File: src/rtl/biq_pkg.sv
`timescale 1ns / 1ps
// Package for the Q31 biquad cascade filter: widths, register map, command
// encoding and the step program that sequences the shared multiplier.
// Used by every module of the filter; depends on nothing else.
package biq_pkg;

    localparam int DATA_W   = 32;
    localparam int PROD_W   = 64;
    localparam int NUM_REGS = 8;
    localparam int SECTIONS = 3;
    localparam int GAINS    = 4;
    localparam int ADDR_W   = 5;
    localparam int STEP_W   = 5;

    localparam logic [STEP_W-1:0] LAST_STEP = 5'd19;

    localparam logic signed [DATA_W-1:0] B0_COEF = 32'sh7FFF_FFFF;

    typedef enum logic [2:0] {
        REG_GAIN_FIRST   = 3'd0,
        REG_GAIN_SECOND  = 3'd1,
        REG_GAIN_THIRD   = 3'd2,
        REG_GAIN_FINAL   = 3'd3,
        REG_A1           = 3'd4,
        REG_A2_ONE       = 3'd5,
        REG_A2_TWO       = 3'd6,
        REG_A2_THREE     = 3'd7
    } reg_idx_t;

    localparam logic [DATA_W-1:0] RST_GAIN_FIRST  = 32'd9117545;
    localparam logic [DATA_W-1:0] RST_GAIN_SECOND = 32'd9117545;
    localparam logic [DATA_W-1:0] RST_GAIN_THIRD  = 32'd9098292;
    localparam logic [DATA_W-1:0] RST_GAIN_FINAL  = 32'd2147483647;
    localparam logic [DATA_W-1:0] RST_A1          = 32'h8000_0000;
    localparam logic [DATA_W-1:0] RST_A2_ONE      = 32'd2138011531;
    localparam logic [DATA_W-1:0] RST_A2_TWO      = 32'd2138720858;
    localparam logic [DATA_W-1:0] RST_A2_THREE    = 32'd2129287064;

    typedef struct packed {
        logic [GAINS-1:0][DATA_W-1:0]    gain;
        logic [DATA_W-1:0]               a1;
        logic [SECTIONS-1:0][DATA_W-1:0] a2;
    } cfg_t;

    typedef enum logic {
        ST_IDLE,
        ST_RUN
    } state_t;

    typedef enum logic [1:0] {
        MA_GAIN,
        MA_A1,
        MA_A2,
        MA_B0
    } mul_a_sel_t;

    typedef enum logic [1:0] {
        MB_ACC,
        MB_D1,
        MB_D2
    } mul_b_sel_t;

    typedef enum logic [1:0] {
        ACC_NONE,
        ACC_PROD,
        ACC_SUB,
        ACC_OUTPUT
    } acc_op_t;

    typedef struct packed {
        logic       load_in;
        logic       mul_en;
        mul_a_sel_t mul_a;
        mul_b_sel_t mul_b;
        acc_op_t    acc_op;
        logic [1:0] sec;
        logic [1:0] gain_idx;
        logic       out_load;
    } cmd_t;

    localparam cmd_t CMD_NOP = '{
        load_in:  1'b0,
        mul_en:   1'b0,
        mul_a:    MA_GAIN,
        mul_b:    MB_ACC,
        acc_op:   ACC_NONE,
        sec:      2'd0,
        gain_idx: 2'd0,
        out_load: 1'b0
    };

    // Each section takes six steps: two feedback products are subtracted from
    // the accumulator, the result is scaled by b0, and the b2 term reduces to
    // subtracting the older delay word. A gain product separates the sections.
    function automatic cmd_t step_cmd(input logic [STEP_W-1:0] step);
        cmd_t c;
        c = CMD_NOP;
        case (step)
            5'd0, 5'd6, 5'd12, 5'd18:
            begin
                c.mul_en   = 1'b1;
                c.mul_a    = MA_GAIN;
                c.mul_b    = MB_ACC;
                c.gain_idx = (step == 5'd0)  ? 2'd0 :
                             (step == 5'd6)  ? 2'd1 :
                             (step == 5'd12) ? 2'd2 : 2'd3;
            end
            5'd1, 5'd7, 5'd13:
            begin
                c.mul_en = 1'b1;
                c.mul_a  = MA_A1;
                c.mul_b  = MB_D1;
                c.acc_op = ACC_PROD;
            end
            5'd2, 5'd8, 5'd14:
            begin
                c.mul_en = 1'b1;
                c.mul_a  = MA_A2;
                c.mul_b  = MB_D2;
                c.acc_op = ACC_SUB;
            end
            5'd3, 5'd9, 5'd15:
            begin
                c.acc_op = ACC_SUB;
            end
            5'd4, 5'd10, 5'd16:
            begin
                c.mul_en = 1'b1;
                c.mul_a  = MA_B0;
                c.mul_b  = MB_ACC;
            end
            5'd5, 5'd11, 5'd17:
            begin
                c.acc_op = ACC_OUTPUT;
            end
            5'd19:
            begin
                c.out_load = 1'b1;
            end
            default:
            begin
                c = CMD_NOP;
            end
        endcase
        if (step < 5'd6) begin
            c.sec = 2'd0;
        end else if (step < 5'd12) begin
            c.sec = 2'd1;
        end else begin
            c.sec = 2'd2;
        end
        return c;
    endfunction

endpackage

File: src/rtl/biq_in_if.sv
`timescale 1ns / 1ps
// Input sample channel of the biquad cascade filter.
// Depends on biq_pkg for the data width.
interface biq_in_if;
    logic                            valid;
    logic                            ready;
    logic signed [biq_pkg::DATA_W-1:0] sample_in;

    modport source (output valid, output sample_in, input ready);
    modport sink (input valid, input sample_in, output ready);
endinterface

File: src/rtl/biq_out_if.sv
`timescale 1ns / 1ps
// Output sample channel of the biquad cascade filter.
// Depends on biq_pkg for the data width.
interface biq_out_if;
    logic                            valid;
    logic                            ready;
    logic signed [biq_pkg::DATA_W-1:0] sample_out;

    modport source (output valid, output sample_out, input ready);
    modport sink (input valid, input sample_out, output ready);
endinterface

File: src/rtl/biq_cfg.sv
`timescale 1ns / 1ps
// APB register file holding the gains and feedback coefficients.
// Depends on biq_pkg for the register map and reset values.
module biq_cfg
(
    input  logic                        clk,
    input  logic                        rst_n,
    input  logic                        psel,
    input  logic                        penable,
    input  logic                        pwrite,
    input  logic [biq_pkg::ADDR_W-1:0]  paddr,
    input  logic [biq_pkg::DATA_W-1:0]  pwdata,
    output logic [biq_pkg::DATA_W-1:0]  prdata,
    output logic                        pready,
    output biq_pkg::cfg_t               cfg
);

    logic [biq_pkg::NUM_REGS-1:0][biq_pkg::DATA_W-1:0] regs_reg;
    logic [2:0]                                        idx;
    logic                                              wr_en;

    assign idx    = paddr[biq_pkg::ADDR_W-1:2];
    assign wr_en  = psel && penable && pwrite;
    assign pready = 1'b1;
    assign prdata = regs_reg[idx];

    always_ff @(posedge clk or negedge rst_n)
    begin
        if (!rst_n) begin
            regs_reg[biq_pkg::REG_GAIN_FIRST]  <= biq_pkg::RST_GAIN_FIRST;
            regs_reg[biq_pkg::REG_GAIN_SECOND] <= biq_pkg::RST_GAIN_SECOND;
            regs_reg[biq_pkg::REG_GAIN_THIRD]  <= biq_pkg::RST_GAIN_THIRD;
            regs_reg[biq_pkg::REG_GAIN_FINAL]  <= biq_pkg::RST_GAIN_FINAL;
            regs_reg[biq_pkg::REG_A1]          <= biq_pkg::RST_A1;
            regs_reg[biq_pkg::REG_A2_ONE]      <= biq_pkg::RST_A2_ONE;
            regs_reg[biq_pkg::REG_A2_TWO]      <= biq_pkg::RST_A2_TWO;
            regs_reg[biq_pkg::REG_A2_THREE]    <= biq_pkg::RST_A2_THREE;
        end else if (wr_en) begin
            regs_reg[idx] <= pwdata;
        end
    end

    always_comb
    begin
        cfg.gain[0] = regs_reg[biq_pkg::REG_GAIN_FIRST];
        cfg.gain[1] = regs_reg[biq_pkg::REG_GAIN_SECOND];
        cfg.gain[2] = regs_reg[biq_pkg::REG_GAIN_THIRD];
        cfg.gain[3] = regs_reg[biq_pkg::REG_GAIN_FINAL];
        cfg.a1      = regs_reg[biq_pkg::REG_A1];
        cfg.a2[0]   = regs_reg[biq_pkg::REG_A2_ONE];
        cfg.a2[1]   = regs_reg[biq_pkg::REG_A2_TWO];
        cfg.a2[2]   = regs_reg[biq_pkg::REG_A2_THREE];
    end

endmodule

File: src/rtl/biq_ctrl.sv
`timescale 1ns / 1ps
// Controller of the biquad cascade: steps through the multiplier program and
// runs the input and output handshakes. Depends on biq_pkg.
module biq_ctrl
(
    input  logic                 clk,
    input  logic                 rst_n,
    input  logic                 in_valid,
    output logic                 in_ready,
    output logic                 out_valid,
    input  logic                 out_ready,
    output biq_pkg::cmd_t        cmd
);

    biq_pkg::state_t                  state_reg;
    biq_pkg::state_t                  state_next;
    logic [biq_pkg::STEP_W-1:0]       step_reg;
    logic [biq_pkg::STEP_W-1:0]       step_next;
    logic                             out_valid_reg;
    logic                             out_valid_next;
    logic                             advance;
    logic                             last;
    logic                             accept;

    assign last    = (step_reg == biq_pkg::LAST_STEP);
    assign accept  = in_valid && (state_reg == biq_pkg::ST_IDLE);
    assign advance = (state_reg == biq_pkg::ST_RUN) &&
                     (!last || !out_valid_reg || out_ready);

    always_comb
    begin
        state_next = state_reg;
        step_next  = step_reg;
        case (state_reg)
            biq_pkg::ST_IDLE:
            begin
                step_next = '0;
                if (accept) begin
                    state_next = biq_pkg::ST_RUN;
                end
            end
            biq_pkg::ST_RUN:
            begin
                if (advance) begin
                    if (last) begin
                        state_next = biq_pkg::ST_IDLE;
                        step_next  = '0;
                    end else begin
                        step_next = step_reg + 1'b1;
                    end
                end
            end
            default:
            begin
                state_next = biq_pkg::ST_IDLE;
                step_next  = '0;
            end
        endcase
    end

    always_comb
    begin
        in_ready = (state_reg == biq_pkg::ST_IDLE);
        cmd      = biq_pkg::CMD_NOP;
        case (state_reg)
            biq_pkg::ST_IDLE:
            begin
                cmd.load_in = accept;
            end
            biq_pkg::ST_RUN:
            begin
                if (advance) begin
                    cmd = biq_pkg::step_cmd(step_reg);
                end
            end
            default:
            begin
                cmd = biq_pkg::CMD_NOP;
            end
        endcase
        if (cmd.out_load) begin
            out_valid_next = 1'b1;
        end else if (out_ready) begin
            out_valid_next = 1'b0;
        end else begin
            out_valid_next = out_valid_reg;
        end
    end

    assign out_valid = out_valid_reg;

    always_ff @(posedge clk or negedge rst_n)
    begin
        if (!rst_n) begin
            state_reg     <= biq_pkg::ST_IDLE;
            step_reg      <= '0;
            out_valid_reg <= 1'b0;
        end else begin
            state_reg     <= state_next;
            step_reg      <= step_next;
            out_valid_reg <= out_valid_next;
        end
    end

endmodule

File: src/rtl/biq_dp.sv
`timescale 1ns / 1ps
// Datapath of the biquad cascade: one shared Q31 multiplier, an accumulator,
// the section delay words and the output register. Depends on biq_pkg.
module biq_dp
(
    input  logic                               clk,
    input  logic                               rst_n,
    input  biq_pkg::cmd_t                      cmd,
    input  biq_pkg::cfg_t                      cfg,
    input  logic signed [biq_pkg::DATA_W-1:0]  sample_in,
    output logic signed [biq_pkg::DATA_W-1:0]  sample_out
);

    logic signed [biq_pkg::PROD_W-1:0]                 prod_reg;
    logic signed [biq_pkg::PROD_W-1:0]                 prod_next;
    logic signed [biq_pkg::DATA_W-1:0]                 acc_reg;
    logic signed [biq_pkg::DATA_W-1:0]                 out_reg;
    logic [biq_pkg::SECTIONS-1:0][biq_pkg::DATA_W-1:0] d1_reg;
    logic [biq_pkg::SECTIONS-1:0][biq_pkg::DATA_W-1:0] d2_reg;
    logic signed [biq_pkg::DATA_W-1:0]                 op_a;
    logic signed [biq_pkg::DATA_W-1:0]                 op_b;
    logic signed [biq_pkg::DATA_W-1:0]                 q;
    logic signed [biq_pkg::DATA_W-1:0]                 d1_sel;
    logic signed [biq_pkg::DATA_W-1:0]                 d2_sel;

    assign d1_sel = d1_reg[cmd.sec];
    assign d2_sel = d2_reg[cmd.sec];
    assign q      = prod_reg[biq_pkg::PROD_W-2:biq_pkg::DATA_W-1];

    always_comb
    begin
        case (cmd.mul_a)
            biq_pkg::MA_GAIN: op_a = cfg.gain[cmd.gain_idx];
            biq_pkg::MA_A1:   op_a = cfg.a1;
            biq_pkg::MA_A2:   op_a = cfg.a2[cmd.sec];
            biq_pkg::MA_B0:   op_a = biq_pkg::B0_COEF;
            default:          op_a = '0;
        endcase
        case (cmd.mul_b)
            biq_pkg::MB_ACC: op_b = acc_reg;
            biq_pkg::MB_D1:  op_b = d1_sel;
            biq_pkg::MB_D2:  op_b = d2_sel;
            default:         op_b = '0;
        endcase
        prod_next = op_a * op_b;
    end

    always_ff @(posedge clk)
    begin
        if (cmd.mul_en) begin
            prod_reg <= prod_next;
        end
        if (cmd.load_in) begin
            acc_reg <= sample_in;
        end else begin
            case (cmd.acc_op)
                biq_pkg::ACC_PROD:   acc_reg <= q;
                biq_pkg::ACC_SUB:    acc_reg <= acc_reg - q;
                biq_pkg::ACC_OUTPUT: acc_reg <= q - d2_sel;
                default:             acc_reg <= acc_reg;
            endcase
        end
        if (cmd.out_load) begin
            out_reg <= q;
        end
    end

    // The section output step also shifts the delay line: the new w sits in
    // the accumulator until this edge.
    always_ff @(posedge clk or negedge rst_n)
    begin
        if (!rst_n) begin
            d1_reg <= '0;
            d2_reg <= '0;
        end else if (cmd.acc_op == biq_pkg::ACC_OUTPUT && !cmd.load_in) begin
            d1_reg[cmd.sec] <= acc_reg;
            d2_reg[cmd.sec] <= d1_sel;
        end
    end

    assign sample_out = out_reg;

endmodule

File: src/rtl/q31_biquad_cascade_filter.sv
`timescale 1ns / 1ps
// Top level of the Q31 biquad cascade filter: three direct-form-II sections
// with gains, sharing one multiplier. Depends on biq_pkg, the channel
// interfaces, biq_cfg, biq_ctrl and biq_dp.
//
// Usage:
// Samples enter on in_chan and leave on out_chan; each channel completes a
// transaction at a clock edge where valid and ready are both high.
// Coefficients are written through the APB port, by the user only while the
// filter is idle; the block itself does not enforce this. Register i sits at
// byte address 4*i and pready is always high. After an input transaction the
// filter runs a 20-step program on its single 32x32 multiplier, one step per
// cycle unless its last step waits for the receiver; then the result becomes
// valid. The input is ready again in that same cycle, and a new sample is
// accepted only in the idle state, while no program is running.
// The output register holds a finished sample while the receiver stalls, and
// the next sample may be accepted meanwhile; its program then waits in its
// last step until the held sample is taken.
// Reset clears all delay words, restores the default coefficients and leaves
// both channels empty.
module q31_biquad_cascade_filter
(
    input  logic                        clk,
    input  logic                        rst_n,
    biq_in_if.sink                      in_chan,
    biq_out_if.source                   out_chan,
    input  logic                        psel,
    input  logic                        penable,
    input  logic                        pwrite,
    input  logic [biq_pkg::ADDR_W-1:0]  paddr,
    input  logic [biq_pkg::DATA_W-1:0]  pwdata,
    output logic [biq_pkg::DATA_W-1:0]  prdata,
    output logic                        pready
);

    biq_pkg::cfg_t cfg;
    biq_pkg::cmd_t cmd;

    biq_cfg u_cfg
    (
        .clk     (clk),
        .rst_n   (rst_n),
        .psel    (psel),
        .penable (penable),
        .pwrite  (pwrite),
        .paddr   (paddr),
        .pwdata  (pwdata),
        .prdata  (prdata),
        .pready  (pready),
        .cfg     (cfg)
    );

    biq_ctrl u_ctrl
    (
        .clk       (clk),
        .rst_n     (rst_n),
        .in_valid  (in_chan.valid),
        .in_ready  (in_chan.ready),
        .out_valid (out_chan.valid),
        .out_ready (out_chan.ready),
        .cmd       (cmd)
    );

    biq_dp u_dp
    (
        .clk        (clk),
        .rst_n      (rst_n),
        .cmd        (cmd),
        .cfg        (cfg),
        .sample_in  (in_chan.sample_in),
        .sample_out (out_chan.sample_out)
    );

endmodule
File: src/flat_wrapper.sv
// flat-port wrapper written by rule: the top's interface ports become plain ports
module q31_biquad_cascade_filter_flat 
  (clk, rst_n, psel, penable, pwrite, paddr, pwdata, prdata, pready, in_chan_valid, in_chan_sample_in, in_chan_ready, out_chan_valid, out_chan_sample_out, out_chan_ready);
  biq_in_if in_chan_i ();
  biq_out_if out_chan_i ();
  input  logic clk;
  input  logic rst_n;
  input  logic psel;
  input  logic penable;
  input  logic pwrite;
  input  logic [biq_pkg::ADDR_W-1:0] paddr;
  input  logic [biq_pkg::DATA_W-1:0] pwdata;
  output logic [biq_pkg::DATA_W-1:0] prdata;
  output logic pready;
  input wire logic [$bits(in_chan_i.valid)-1:0] in_chan_valid;
  input wire logic [$bits(in_chan_i.sample_in)-1:0] in_chan_sample_in;
  output wire logic [$bits(in_chan_i.ready)-1:0] in_chan_ready;
  output wire logic [$bits(out_chan_i.valid)-1:0] out_chan_valid;
  output wire logic [$bits(out_chan_i.sample_out)-1:0] out_chan_sample_out;
  input wire logic [$bits(out_chan_i.ready)-1:0] out_chan_ready;
  assign in_chan_i.valid = in_chan_valid;
  assign in_chan_i.sample_in = in_chan_sample_in;
  assign in_chan_ready = in_chan_i.ready;
  assign out_chan_valid = out_chan_i.valid;
  assign out_chan_sample_out = out_chan_i.sample_out;
  assign out_chan_i.ready = out_chan_ready;
  q31_biquad_cascade_filter u_core (.clk(clk), .rst_n(rst_n), .in_chan(in_chan_i), .out_chan(out_chan_i), .psel(psel), .penable(penable), .pwrite(pwrite), .paddr(paddr), .pwdata(pwdata), .prdata(prdata), .pready(pready));
endmodule
File: config.mk
export PLATFORM = sky130hd
export DESIGN_NAME = q31_biquad_cascade_filter_flat
export DESIGN_NICKNAME = d
export VERILOG_FILES = /design/src/rtl/biq_pkg.sv /design/src/rtl/biq_in_if.sv /design/src/rtl/biq_out_if.sv /design/src/rtl/biq_cfg.sv /design/src/rtl/biq_ctrl.sv /design/src/rtl/biq_dp.sv /design/src/rtl/q31_biquad_cascade_filter.sv /design/src/flat_wrapper.sv
export SDC_FILE = /design/constraint.sdc
export NUM_CORES = 2
export LEC_CHECK = 0
export ABC_AREA = 1
export BUFFER_PORTS_ARGS = -buffer_cell sky130_fd_sc_hd__buf_2
export CAP_MARGIN = 20
export CORE_MARGIN = 2
export CORE_UTILIZATION = 55
export DETAILED_ROUTE_END_ITERATION = 7
export PLACE_DENSITY = 0.74
export SLEW_MARGIN = 20
export SYNTH_ARGS = -nofsm -noshare
export SYNTH_HDL_FRONTEND = slang
export SYNTH_SLANG_ARGS = --single-unit
File: constraint.sdc
create_clock -name clk -period 8.55 [get_ports clk]
set_input_delay 0.4275 -clock clk [delete_from_list [all_inputs] [get_ports clk]]
set_output_delay 0.4275 -clock clk [all_outputs]
set_load 0.02 [all_outputs]
==> impl_metrics.yaml <==
drt:
  drt-initial-drc-count: 6827
  dr.pass1.iters: 8
  ant_nets: 0
  drc: 1
  wl_um: 243000
  vias: 59080
  routedWlPerCell_um: 24.17
  via_per_inst: 5.876
global_routing:
  grt_pass1_vias: 61180
  antenna_found_initial: 9
  grt_pass1_wl_um: 363300
  grt_use_total_pct: 39.89
  grt_max_degree: 155
  overflow: 0
timing:
  rsz0062_at_grt: "yes"
  drv_slew: 0
  finalCriticalPeriod_ns: 9.001
  slew_headroom_pct: 23.82
  hold_viol: 0
  finalSetupTns_ns: -8.537
  period_share_pct: 105.3
  setup_ws_ns: -0.4512
  setup_viol: 31
  worst-slew-pin-transition_ns: 1.143
  fmax_mhz: 111.1
  skew_ns: 0.05272
finish:
  largest_reg_flops: 256
  drive_gt1_share_pct: 24.51
  design_area_um2: 80470
  final_util_pct: 68.42
  fillers: 8924
  layout_commonest_cell: "inv_1"
  layout_common_cells: "inv_1, nand2_1, fa_1, buf_4, nor2_1"
  nNetsFinal: 9854
  syn2layout_area_growth_pct: 23.90
worst_setup_path:
  worstPathArrival_ns: 9.44
  cp_common_cell: "fa_1"
  crit_path_start_kind: "flip-flop"
  cpMaxStageDelayCell: "fa_1"
  max_stage_delay_ns: 0.57
  end_kind: "flip-flop"
  crit_type: "flip-flop to flip-flop"
  worstPathMaxFanout: 10
  required_ns: 8.99
run:
  drv_cap: 0
placed_design:
  dp_hpwl_um: 186000
  placed_area_um2: 74120
  io_buffers: 139
  gp_congestion: 1.094
outcome:
  violations: "DRC, setup timing"
  status: "complete, but fails checks"
clock_network:
  root_buffer: "clkbuf_16"
  clkLatencyLatePin_ns: 0.68
  cts_tree: "yes"
  clk_pin_slew_worst_paths_ns: 0.06
  cts_max_level: 2
  clock-sinks: 551
  clk_path_buf_depth: 3
  cts_buffers: 61
die:
  dieArea_um2: 120900
  core_area_um2: 117600
  start_util_pct: 55.22
  fp.dieW_um: 347.6
  io-pin-count: 143
  die_y_um: 347.6
  num_rows: 126
synthesis:
  yosysWarningCount: 0
  synth-edff-count: 96
  yosys.cell_types.count: 70
  synth-seq-cells: 551
  seq_area_frac_synth_pct: 22.22
  synth-async-reset-ratio_pct: 82.58
  synth_cells: 7546
  synth_nets: 8941
  synth_area_per_cell_um2: 8.607
  syn_area_um2: 64950
  synth_ff_type: "dfrtp_1"
worst_hold_path:
  hold_class: "input port to flip-flop"
synthesized netlist by cell type (all sizes together) (9+ instances only):
cell,number,area share [%]
a211oi,11,0.13
a21oi,346,2.7
a221oi,61,1.1
a22oi,59,0.68
a31oi,9,0.087
a32o,14,0.22
buf,202,1.7
clkbuf,131,0.76
dfrtp,326,13
dfstp,129,5.2
edfxtp,96,4.4
fa,1074,33
ha,245,4.7
inv,1526,8.8
mux2,97,1.7
nand2,1435,8.5
nand3,94,0.77
nand4,26,0.26
nor2,841,5.1
nor3,33,0.28
nor4,9,0.087
o2111ai,24,0.32
o211ai,13,0.18
o21a,16,0.18
o21ai,489,3.8
o221ai,30,0.43
o22ai,88,0.85
or2,17,0.16
xnor2,20,0.27
xor2,34,0.46
critical path: cells and delay by family (launching register included):
kind / cells / cell delay [ns]
adder cells (fa/ha/maj): 10 / 4.58
buffers and inverters: 14 / 1.71
AND/OR/NAND/NOR: 14 / 1.37
AO/OA/AOI/OAI: 2 / 0.62
flip-flops: 1 / 0.47
layer usage:
| layer | share of wire [%] | up-vias | GRT usage [%] | routed length (µm) |
|---|---|---|---|---|
| met4 | 7.6 | 8 | 22.92 | 18450 |
| met2 | 44 | 3887 | 60.95 | 106100 |
| met3 | 13 | 948 | 12.23 | 31780 |
| met1 | 36 | 29120 | 50.44 | 86640 |
| met5 | 0.020 | - | 0 | 49 |
| li1 | - | 25120 | - | - |
area by class of cell:
class                      instances  area [µm²]  share of cell area, %
sequential                       551       14430                  17.94
timing repair buffer            1182       10850                  13.49
clock inverter                    30       299.0                 0.3716
tap                             1536        1922                  2.388
multi-input combinational       5130       45370                  56.38
clock buffer                      86        1710                  2.126
antenna                            6       15.01                0.01866
inverter                        1533        5868                  7.293
through the flow:
step | hold slack [ns] | setup WS [ns] | instances
floorplan | 0.1319 | 0.01647 | 7546
global placement | 0.4682 | -0.6883 | 9763
detailed placement | 0.4745 | -0.7458 | 9763
CTS | 0.004115 | -0.2475 | 9972
global route | 0.02939 | -0.6639 | 10050
finish | 0.01907 | -0.4512 | 10050
logic make-up after synthesis:
group,after synthesis,share of synthesized area [%]
other cells,1,0.005774
buf+inv,1866,11.34
xor+xnor,54,0.7282
fa+ha+maj,1319,37.82
flops,551,22.22
compound gates,1190,10.98
simple gates,2468,15.22
mux,97,1.682
path summary, 6_finish.rpt:
kind	from	end	slack [ns]	depth (start not counted)
max	u_core.u_ctrl.step_reg[0]	u_core.u_dp.prod_reg[60]	-0.45	40
min	pwdata[15]	u_core.u_cfg.cfg[175]	0.02	3
max reg2reg	u_core.u_ctrl.step_reg[0]	u_core.u_dp.prod_reg[60]	-0.45	40
min reg2reg	u_core.u_cfg.cfg[98]	u_core.u_cfg.cfg[98]	0.49	2
max in group asynchronous	rst_n	u_core.u_cfg.cfg[117]	5.95	4
min in group asynchronous	rst_n	u_core.u_cfg.cfg[167]	0.44	2
what timing repair did:
item | 4_1_cts | 5_1_grt
hold buffers | 3 | 0
endpoints found under the setup margin | 32 | 32
buffers inserted | 84 | 72
hold endpoints to repair | 43 | 0
gates resized for setup | 359 | 303
gates cloned | 6 | 5
pin swaps | 80 | 125
Power is left out: the tool's default activity adds up to more than one toggle a clock period on the data nets, which glitch-free logic cannot reach.
